==> config.mk <==
export PLATFORM = sky130hd
export DESIGN_NAME = process_wait_queue
export DESIGN_NICKNAME = d
export VERILOG_FILES = /design/src/rtl/core/pwq_pkg.sv /design/src/rtl/core/process_wait_queue.sv /design/src/rtl/core/pwq_cell.sv
export SDC_FILE = /design/constraint.sdc
export NUM_CORES = 1
export LEC_CHECK = 0
export BUFFER_PORTS_ARGS = -buffer_cell sky130_fd_sc_hd__buf_2
export CAP_MARGIN = 10
export CORE_MARGIN = 2
export CORE_UTILIZATION = 29
export CTS_CLUSTER_SIZE = 16
export DETAILED_ROUTE_END_ITERATION = 10
export GPL_ROUTABILITY_DRIVEN = 0
export HOLD_SLACK_MARGIN = 0.03
export SLEW_MARGIN = 20
export SYNTH_ARGS = -nofsm -noshare
export SYNTH_HDL_FRONTEND = slang
export SYNTH_SLANG_ARGS = --single-unit
==> constraint.sdc <==
create_clock -name clk -period 6.5 [get_ports clk]
set_input_delay 0 -clock clk [delete_from_list [all_inputs] [get_ports clk]]
set_output_delay 0 -clock clk [all_outputs]
set_load 0.01 [all_outputs]
==> src/rtl/core/pwq_pkg.sv <==
`timescale 1ns / 1ps
`default_nettype none
package pwq_pkg;

	localparam int QUEUE_DEPTH    = 16;
	localparam int RESOURCE_KINDS = 4;
	localparam int ID_BITS        = 8;

	localparam int NEED_W = 4;
	localparam int NEEDS_W = NEED_W * RESOURCE_KINDS;
	localparam int CNT_W = $clog2(QUEUE_DEPTH + 1);

	localparam int OP_W   = 3;
	localparam int PID_W  = 8;
	localparam int RIDX_W = 2;
	localparam int STAT_W = 2;
	localparam int RID_W  = 8;
	localparam int OCC_W  = 5;

	localparam logic [OP_W-1:0] OP_PUSH   = 3'd0;
	localparam logic [OP_W-1:0] OP_POP    = 3'd1;
	localparam logic [OP_W-1:0] OP_PEEK   = 3'd2;
	localparam logic [OP_W-1:0] OP_REMOVE = 3'd3;
	localparam logic [OP_W-1:0] OP_FIT    = 3'd4;

	localparam logic [STAT_W-1:0] ST_OK   = 2'd0;
	localparam logic [STAT_W-1:0] ST_MISS = 2'd1;
	localparam logic [STAT_W-1:0] ST_FULL = 2'd2;

	typedef struct packed {
		logic                valid;
		logic [ID_BITS-1:0]  id;
		logic [NEEDS_W-1:0]  needs;
	} entry_t;

	// broadcast to every cell in the chain
	typedef struct packed {
		logic                push;
		logic                take;
		logic [OP_W-1:0]     op;
		logic [ID_BITS-1:0]  pid;
		logic [RIDX_W-1:0]   ridx;
		logic [NEED_W-1:0]   avail;
		logic [NEEDS_W-1:0]  needs;
	} cmd_t;

endpackage
`default_nettype wire

==> src/rtl/core/process_wait_queue.sv <==
// Each accepted input beat has its result beat registered on m_tdata in the next cycle.
// Throughput: one operation per cycle; every cell compares and shifts in the same
// cycle, and the next beat is taken as soon as the output register is free or drained.
// Reset: arst_n clears the cell valid bits, the entry count and the output valid flag;
// entry payload and output data are not reset.
`timescale 1ns / 1ps
`default_nettype none
module process_wait_queue
	import pwq_pkg::*;
(
	input  wire         clk,
	input  wire         arst_n,
	input  wire         s_tvalid,
	output logic        s_tready,
	// operation[2:0], process_id[10:3], resource_index[12:11], available_units[16:13],
	// need_zero[20:17], need_one[24:21], need_two[28:25], need_three[32:29], zero pad
	input  wire  [39:0] s_tdata,
	output logic        m_tvalid,
	input  wire         m_tready,
	// status[1:0], result_id[9:2], occupancy[14:10], zero pad
	output logic [15:0] m_tdata
);

	logic [OP_W-1:0]    op;
	logic [PID_W-1:0]   pid_in;
	logic [RIDX_W-1:0]  ridx;
	logic [NEED_W-1:0]  avail;
	logic [4*NEED_W-1:0] needs_all;
	logic               accept;
	logic               full;
	logic               is_take;
	cmd_t               cmd;

	entry_t             cells [QUEUE_DEPTH];
	logic [QUEUE_DEPTH:0] hit_chain;
	logic [ID_BITS-1:0] rid_chain [QUEUE_DEPTH+1];
	logic [QUEUE_DEPTH-1:0] valid_vec;

	logic [CNT_W-1:0]   count_q;
	logic [CNT_W-1:0]   count_nx;
	logic [STAT_W-1:0]  status_nx;
	logic [ID_BITS-1:0] rid_nx;

	logic               out_valid_q;
	logic [STAT_W-1:0]  status_q;
	logic [RID_W-1:0]   rid_q;
	logic [OCC_W-1:0]   occ_q;

	assign op        = s_tdata[2:0];
	assign pid_in    = s_tdata[10:3];
	assign ridx      = s_tdata[12:11];
	assign avail     = s_tdata[16:13];
	assign needs_all = s_tdata[32:17];

	assign s_tready = !out_valid_q || m_tready;
	assign accept   = s_tvalid && s_tready;
	assign full     = (count_q == CNT_W'(QUEUE_DEPTH));
	assign is_take  = (op == OP_POP) || (op == OP_REMOVE) || (op == OP_FIT);

	assign cmd.push  = accept && (op == OP_PUSH) && !full;
	assign cmd.take  = accept && is_take;
	assign cmd.op    = op;
	assign cmd.pid   = pid_in[ID_BITS-1:0];
	assign cmd.ridx  = ridx;
	assign cmd.avail = avail;
	assign cmd.needs = needs_all[NEEDS_W-1:0];

	assign hit_chain[0] = 1'b0;
	assign rid_chain[0] = '0;

	for (genvar i = 0; i < QUEUE_DEPTH; i++) begin : g_cell
		logic   prev_v;
		entry_t nbr;

		if (i == 0) begin : g_head
			assign prev_v = 1'b1;
		end else begin : g_body
			assign prev_v = cells[i-1].valid;
		end

		if (i == QUEUE_DEPTH - 1) begin : g_tail
			assign nbr = '0;
		end else begin : g_mid
			assign nbr = cells[i+1];
		end

		pwq_cell u_cell (
			.clk        (clk),
			.arst_n     (arst_n),
			.cmd        (cmd),
			.prev_valid (prev_v),
			.next       (nbr),
			.hit_in     (hit_chain[i]),
			.rid_in     (rid_chain[i]),
			.hit_out    (hit_chain[i+1]),
			.rid_out    (rid_chain[i+1]),
			.cur        (cells[i])
		);

		assign valid_vec[i] = cells[i].valid;
	end

	always_comb begin
		status_nx = ST_MISS;
		rid_nx    = '0;
		count_nx  = count_q;
		unique case (op)
			OP_PUSH: begin
				if (full) begin
					status_nx = ST_FULL;
				end else begin
					status_nx = ST_OK;
					count_nx  = count_q + 1'b1;
				end
			end
			OP_POP, OP_REMOVE, OP_FIT: begin
				if (hit_chain[QUEUE_DEPTH]) begin
					status_nx = ST_OK;
					rid_nx    = rid_chain[QUEUE_DEPTH];
					count_nx  = count_q - 1'b1;
				end
			end
			OP_PEEK: begin
				if (hit_chain[QUEUE_DEPTH]) begin
					status_nx = ST_OK;
					rid_nx    = rid_chain[QUEUE_DEPTH];
				end
			end
			default: begin
				status_nx = ST_MISS;
			end
		endcase
	end

	always_ff @(posedge clk or negedge arst_n) begin
		if (!arst_n) begin
			count_q     <= '0;
			out_valid_q <= 1'b0;
		end else begin
			if (accept) begin
				count_q     <= count_nx;
				out_valid_q <= 1'b1;
			end else if (m_tready) begin
				out_valid_q <= 1'b0;
			end
		end
	end

	always_ff @(posedge clk) begin
		if (accept) begin
			status_q <= status_nx;
			rid_q    <= RID_W'(rid_nx);
			occ_q    <= OCC_W'(count_nx);
		end
	end

	assign m_tvalid = out_valid_q;
	assign m_tdata  = {1'b0, occ_q, rid_q, status_q};

`ifndef ASSERT_OFF
	a_count_matches_cells: assert property (@(posedge clk) disable iff (!arst_n)
		$countones(valid_vec) == int'(count_q))
		else $error("entry count does not match valid cells");

	a_cells_contiguous: assert property (@(posedge clk) disable iff (!arst_n)
		(valid_vec & (valid_vec + 1'b1)) == '0)
		else $error("valid cells are not packed at the head");

	a_miss_has_zero_id: assert property (@(posedge clk) disable iff (!arst_n)
		out_valid_q && (status_q != ST_OK) |-> rid_q == '0)
		else $error("result id nonzero on a miss");

	a_take_shrinks: assert property (@(posedge clk) disable iff (!arst_n)
		cmd.take && hit_chain[QUEUE_DEPTH] |=> count_q == $past(count_q) - 1'b1)
		else $error("taken entry did not shrink the queue");
`endif

endmodule
`default_nettype wire

==> src/rtl/core/pwq_cell.sv <==
`timescale 1ns / 1ps
`default_nettype none
module pwq_cell
	import pwq_pkg::*;
(
	input  wire                clk,
	input  wire                arst_n,
	input  cmd_t               cmd,
	input  wire                prev_valid,
	input  entry_t             next,
	input  wire                hit_in,
	input  wire  [ID_BITS-1:0] rid_in,
	output logic               hit_out,
	output logic [ID_BITS-1:0] rid_out,
	output entry_t             cur
);

	logic               valid_q;
	logic [ID_BITS-1:0] id_q;
	logic [NEEDS_W-1:0] needs_q;
	logic [NEED_W-1:0]  sel_need;
	logic               match;
	logic               first;
	logic               shift;
	logic               load;

	always_comb begin
		sel_need = '0;
		for (int k = 0; k < RESOURCE_KINDS; k++) begin
			if (int'(cmd.ridx) == k)
				sel_need = needs_q[k*NEED_W +: NEED_W];
		end
	end

	// valid entries are contiguous from the head, so the first valid cell is the head
	always_comb begin
		unique case (cmd.op)
			OP_POP, OP_PEEK: match = valid_q;
			OP_REMOVE:       match = valid_q && (id_q == cmd.pid);
			OP_FIT:          match = valid_q && (int'(cmd.ridx) < RESOURCE_KINDS)
			                         && (sel_need <= cmd.avail);
			default:         match = 1'b0;
		endcase
	end

	assign first   = match && !hit_in;
	assign hit_out = hit_in || match;
	assign rid_out = first ? id_q : rid_in;

	// close the gap: every cell at or behind the taken one pulls from its neighbor
	assign shift = cmd.take && hit_out;
	assign load  = cmd.push && !valid_q && prev_valid;

	always_ff @(posedge clk or negedge arst_n) begin
		if (!arst_n) begin
			valid_q <= 1'b0;
		end else if (shift) begin
			valid_q <= next.valid;
		end else if (load) begin
			valid_q <= 1'b1;
		end
	end

	always_ff @(posedge clk) begin
		if (shift) begin
			id_q    <= next.id;
			needs_q <= next.needs;
		end else if (load) begin
			id_q    <= cmd.pid;
			needs_q <= cmd.needs;
		end
	end

	assign cur.valid = valid_q;
	assign cur.id    = id_q;
	assign cur.needs = needs_q;

endmodule
`default_nettype wire

==> metrics.yaml, run 1 <==
clocking:
  clockBufferDepth: 3
  clk_pin_slew_worst_paths_ps: 60
  insertion_delay_ps: 600
  cts-hold-fix-buffers: 33
  cts.sink_count: 421
  post_cts_buffers: 0
  htreeDepth: 2
  cts_tree: "done"
  root_buffer: "clkbuf_16"
  cts_made_buffers: 46
  cts-resized-gates: 0
synth:
  avgSynthCellArea_um2: 13.3
  syn-instance-count: 1797
  yosys_most_used_dff: "edfxtp_1"
  yosysWarnings: 0
  synth_edf_count: 375
  syn_area_um2: 23900
  ys_seq_elements: 421
  synth_fp_nets: 1907
  synth.distinct_cells: 79
  synth-seq-area-share_pct: 51.5
  async_flop_share_pct: 5.23
worst_setup_path:
  startpoint_type: "flop"
  crit_path_end_kind: "flop"
  crit_fanout: 17
  reg2regPathDepth: 14
  arrival_ps: 5800
  cp-endpoint: "occ_q[3]"
  rr_endpoint: "occ_q[3]"
  r2r_slack_ps: 1160
  crit_type: "flop to flop"
  r2r-start: "g_cell[0].u_cell.needs_q[7]"
  required_ps: 6950
  crit_start: "g_cell[0].u_cell.needs_q[7]"
final_layout:
  seq_area_um2: 12300
  final_area_um2: 27400
  fin_nets: 1965
  layout_common_cells: "edfxtp_1, mux2_2, nand2_1, xnor2_1, ha_1"
  fin_util_pct: 33.4
  final_common_cell: "edfxtp_1"
  syn_to_final_growth_pct: 14.5
  drive_above_1_share_pct: 31.4
  multi_input_area_um2: 11000
  fill_cells: 7928
placement:
  pre_cts_ws_ps: 1290
  placed_area_um2: 25400
  hpwl_mm: 43.0
  portBuffers: 53
timing:
  setup_slack_ps: 1160
  finalSetupViolations: 0
  holdWs_ps: 74.4
  finalHoldViolations: 0
  period_share_pct: 82.2
  period_minus_slack_ps: 5340
  maxSlewViolCount: 0
  max_freq_mhz: 187
  fin_skew_ps: 33.1
  setup_tns_ps: 0
  slew_headroom_pct: 36.0
  tightest_slew_ps: 953
  rsz0062_at_grt: "false"
routing:
  drc: 0
  vias: 15200
  wl_mm: 57.8
  drt_iter0_markers: 1228
  wire_per_inst_um: 19.5
  via_per_inst: 5.11
  ant_nets: 0
  drt_pre_antenna_iters: 8
global_route:
  use_met3_pct: 2.08
  use_met1_pct: 18.6
  use_met2_pct: 21.3
  antenna_found_initial: 8
  grt_pass1_vias: 15300
  grt_max_degree: 34
  grt_usage_pct: 13.4
  grt_pass1_wl_mm: 90.4
  overflow: 0
  busiest_layer: "met2"
die:
  start_util_pct: 29.2
  num_rows: 105
  core-area_um2: 81800
  io_pins: 62
  fp.dieH_um: 291
  dieArea_um2: 84700
  fp.dieW_um: 291
power:
  p_per_area_nw_per_um2: 283
  power.leakage_nw: 9.18
  peakVddDrop_mv: 0.173
run_status:
  outcome: "complete, no violations"
hold_path:
  hold_class: "primary input to flop"
run:
  cap_viol_max_count: 0
## final cells by class
| cell class | count | share of cell area [%] |
|---|---|---|
| antenna | 4 | 0.0366 |
| clock buffer | 68 | 4.84 |
| clock inverter | 18 | 0.691 |
| inverter | 53 | 0.727 |
| multi-input combinational | 1202 | 40.2 |
| sequential | 421 | 44.9 |
| tap | 1070 | 4.89 |
| timing repair buffer | 131 | 3.64 |
## where the power goes
part | leakage, nW | internal (W) | total [W] | switching (W)
logic | 4.56 | 0.000689 | 0.00161 | 0.000917
clock network | 0.740 | 0.00153 | 0.00264 | 0.00111
registers | 3.88 | 0.00327 | 0.00348 | 0.000212
## registers in the layout (all words and copies together), names as in the netlist
signal                 count
count_q                    5
g_cell.u_cell.id_q       128
g_cell.u_cell.needs_q    256
g_cell.u_cell.valid_q     16
m_tvalid                   1
occ_q                      5
rid_q                      8
status_q                   2
## kinds of logic after synthesis
| logic type | synth area share, % |
|---|---|
| xor gates and xnor gates | 4.91 |
| AOI/OAI and AO/OA | 8.01 |
| and+or+nand+nor | 6.44 |
| other | 0.0157 |
| adders and majority gates | 3.46 |
| muxes | 22.4 |
| DFF | 51.5 |
| buffers and inverters | 3.26 |
## synth_stat cells, types with 15 or more instances
| library cell | instances | area share, % |
|---|---|---|
| edfxtp_1 | 375 | 47 |
| mux2_2 | 314 | 15 |
| nand2_1 | 107 | 1.7 |
| xnor2_1 | 87 | 3.2 |
| ha_1 | 66 | 3.5 |
| a21oi_1 | 65 | 1.4 |
| mux4_2 | 64 | 6.0 |
| nor2_1 | 59 | 0.93 |
| clkbuf_1 | 55 | 0.86 |
| inv_1 | 53 | 0.83 |
| o21ai_0 | 52 | 1.1 |
| xor2_1 | 47 | 1.7 |
| buf_2 | 41 | 0.86 |
| mux2_1 | 33 | 1.6 |
| nand3_1 | 32 | 0.67 |
| nand4_1 | 32 | 0.84 |
| dfxtp_1 | 24 | 2.0 |
| dfrtp_1 | 22 | 2.3 |
| nor3_1 | 16 | 0.34 |
| a2bb2oi_1 | 15 | 0.55 |
## per-stage QoR
step           std cells  total power (W)
2_1_floorplan       1797          0.00459
5_1_grt             2967          0.00806
6_report            2967          0.00773
4_1_cts             2957          0.00776
3_5_place_dp        2838          0.00509
3_3_place_gp        2838          0.00503
## worst min path at each step
stage | start | endpoint | slack (ps) | depth (start not counted)
floorplan | arst_n | count_q[0] | -300 | 0
global placement | arst_n | m_tvalid | 50 | 1
detailed placement | arst_n | m_tvalid | 60 | 1
CTS | s_tdata[6] | g_cell[15].u_cell.id_q[3] | 30 | 3
global route | s_tdata[6] | g_cell[15].u_cell.id_q[3] | 70 | 3
finish | s_tdata[6] | g_cell[15].u_cell.id_q[3] | 70 | 3
## metal layers
metal / up-vias / part of all wire, %
met5: - / 0.069
met4: 8 / 2.5
met3: 93 / 4.9
met2: 372 / 46
met1: 7620 / 47
li1: 7079 / -
## critical path, stage by stage (launching register included)
cell           delay, ps
edfxtp_1             390
mux4_2               480
ha_1                 330
nand3_1               80
o221ai_1             190
a21oi_1              190
o31ai_4              520
nand3_2              500
nor3_1               520
nand3_1              430
nand2_1              260
o211ai_1             100
dlygate4sd3_1        570
nand4_1               90
dlygate4sd3_1        550
(Power assumes the default switching activity.)
==> inputs of run 2 (changes only) <==
==> constraint.sdc (replaced) <==
create_clock -name clk -period 4.55 [get_ports clk]
set_input_delay 0 -clock clk [delete_from_list [all_inputs] [get_ports clk]]
set_output_delay 0 -clock clk [all_outputs]
set_load 0.01 [all_outputs]
==> run 2 against run 1 <==
Worst hold slack worse by 3.7 ps. First-iteration DRC count is 0.33% higher. Utilization is 0.20 points higher. Worst setup slack worse by 930 ps. Sequential power is 43% higher. Flip-flop and latch count stayed put.
==> metrics.yaml, run 2 (synthesis gave the netlist of run 1 again) <==
run_status:
  outcome: "complete, no violations"
worst_setup_path:
  startpoint_type: "flop"
  path_buf_inv: 2  # unchanged
  rr_endpoint: "occ_q[3]"
  cp-endpoint: "occ_q[3]"
  critPathSlowestCell: "dlygate4sd3_1"
  cp_top_family: "simple AND/OR/NAND/NOR gates"
  crit_fanout: 9  # -8
  crit_path_end_kind: "flop"
  r2r-start: "g_cell[1].u_cell.needs_q[9]"
  path_cells: "mux4_2 > ha_1 > nor2b_1 > o2111ai_1 > a31o_2 > o21ai_1 > nand3_2 > buf_4 > nor3_1 > nand3_2 > nand2_1 > o211ai_1 > dlygate4sd3_1 > nand4_1"
  arrival_ps: 4780  # -1020 ps
  cp.depth: 14  # unchanged
  crit_type: "flop to flop"
  slowest_delay_ps: 570  # about the same
  reg2regPathDepth: 14  # unchanged
  r2r_slack_ps: 220  # -930 ps
  crit_start: "g_cell[1].u_cell.needs_q[9]"
  required_ps: 5000  # -1950 ps
  critical_path.most_common_cell: "nand3_2"
routing:
  vias: 15300  # +0.71%
  drt_pre_antenna_iters: 5  # -3
  wl_mm: 58.7  # +1.5%
  drc: 0  # unchanged
  wire_per_inst_um: 19.6  # +0.73%
  drt_iter0_markers: 1232  # +0.33%
  ant_nets: 0  # unchanged
  via_per_inst: 5.11  # about the same
global_route:
  grt_pass1_wl_mm: 91.8  # +1.6%
  antenna_found_initial: 8  # unchanged
  overflow: 0  # unchanged
  grt_max_degree: 33  # -2.9%
  grt_usage_pct: 13.6  # +0.23 points
  grt_pass1_vias: 15400  # +1.2%
placement:
  hpwl_mm: 44.2  # +2.9%
  pre_cts_ws_ps: 180  # -1110 ps
  portBuffers: 53  # unchanged
clocking:
  clockBufferDepth: 3  # unchanged
  cts_tree: "done"
  clk_pin_slew_worst_paths_ps: 60  # about the same
  cts.sink_count: 421  # unchanged
  root_buffer: "clkbuf_16"
  cts_made_buffers: 48  # +4.3%
  htreeDepth: 2  # unchanged
  insertion_delay_ps: 610  # about the same
die:
  core-area_um2: 81800  # unchanged
  fp.dieW_um: 291  # unchanged
  start_util_pct: 29.2  # unchanged
  num_rows: 105  # unchanged
  fp.dieH_um: 291  # unchanged
  dieArea_um2: 84700  # unchanged
  io_pins: 62  # unchanged
timing:
  rsz0062_at_grt: "false"
  fin_skew_ps: 23.1  # -9.97 ps
  setup_slack_ps: 221  # -935 ps
  max_freq_mhz: 231  # +23%
  finalSetupViolations: 0  # unchanged
  period_share_pct: 95.1  # +13 points
  maxSlewViolCount: 0  # unchanged
  finalHoldViolations: 0  # unchanged
  slew_headroom_pct: 43.8  # +7.8 points
  period_minus_slack_ps: 4330  # -1020 ps
  setup_tns_ps: 0  # unchanged
  tightest_slew_ps: 843  # -109 ps
final_layout:
  largest_register: "g_cell.u_cell.needs_q"
  largestRegisters: "g_cell.u_cell.needs_q: 256 flops, g_cell.u_cell.id_q: 128 flops, g_cell.u_cell.valid_q: 16 flops"
  syn_to_final_growth_pct: 15.2
  drive_above_1_share_pct: 32.3  # +0.82 points
  final_common_cell: "edfxtp_1"
  fill_cells: 7902  # -0.33%
  layout_common_cells: "edfxtp_1, mux2_2, nand2_1, xnor2_1, ha_1"
  largest_reg_flops: 256  # unchanged
  fin_nets: 1991  # +1.3%
power:
  peakVddDrop_mv: 0.254  # +47%
  p_per_area_nw_per_um2: 399  # +41%
  power.leakage_nw: 9.29  # +1.2%
run:
  cap_viol_max_count: 0  # unchanged
hold_path:
  min_path_cells: 3  # unchanged
  hold_class: "primary input to flop"
==> run 2: per-layer routing <==
| layer | vias up | share of wire [%] | GRT usage (%) |
|---|---|---|---|
| li1 | 7114 | - | - |
| met1 | 7689 | 46 | 18.4 |
| met2 | 363 | 47 | 22.2 |
| met3 | 102 | 4.9 | 2.62 |
| met4 | 12 | 2.3 | 3.66 |
| met5 | - | 0.13 | 0 |
==> run 2: how the worst min path moves through the flow <==
stage / endpoint / slack [ps] / start
CTS: g_cell[15].u_cell.id_q[4] / 50 / s_tdata[7]
global route: g_cell[15].u_cell.id_q[4] / 70 / s_tdata[7]
floorplan: count_q[0] / -300 / arst_n
global placement: m_tvalid / 70 / arst_n
finish: g_cell[15].u_cell.id_q[4] / 70 / s_tdata[7]
detailed placement: m_tvalid / 70 / arst_n
==> run 2: worst register-to-register path: cells and delay by family (launching register included) <==
| family | cells | cell delay, ps |
|---|---|---|
| simple gates | 6 | 1440 |
| buf+inv | 2 | 800 |
| compound gates | 4 | 730 |
| mux | 1 | 490 |
| flops | 1 | 390 |
| fa+ha+maj | 1 | 330 |
==> run 2: through the flow <==
stage | util (%) | cells | instance area (um^2) | hold WS [ps] | total power, W
after global routing | 33.6 | 2991 | 27500 | 65.1 | 0.0114
final | 33.6 | 2991 | 27500 | 70.7 | 0.0110
after detailed placement | 31.4 | 2867 | 25700 | 71.5 | 0.00732
after floorplan | - | 1797 | 23900 | -296 | 0.00656
after CTS | 33.5 | 2984 | 27400 | 50.3 | 0.0110
after global placement | 31.4 | 2867 | 25700 | 65.4 | 0.00725
==> run 2: final cells by class <==
| type | count | area (um^2) | share of cell area (%) |
|---|---|---|---|
| sequential | 421 | 12300 | 44.7 |
| multi-input combinational | 1202 | 11000 | 40.0 |
| antenna | 2 | 5.00 | 0.0182 |
| tap | 1070 | 1340 | 4.86 |
| clock inverter | 26 | 179 | 0.650 |
| timing repair buffer | 155 | 1220 | 4.45 |
| clock buffer | 62 | 1270 | 4.63 |
| inverter | 53 | 199 | 0.723 |
==> run 2: report_power, final <==
part | internal (W) | switching [W] | leakage, nW
registers | 0.00467 | 0.000314 | 3.88
logic | 0.00102 | 0.00131 | 4.71
clock network | 0.00203 | 0.00161 | 0.706
==> run 2: what timing repair did <==
action	CTS	global route
hold endpoints to repair	290	0
hold buffers	29	0
endpoints found under the setup margin	0	1
buffers inserted	0	0
gates resized for setup	0	2
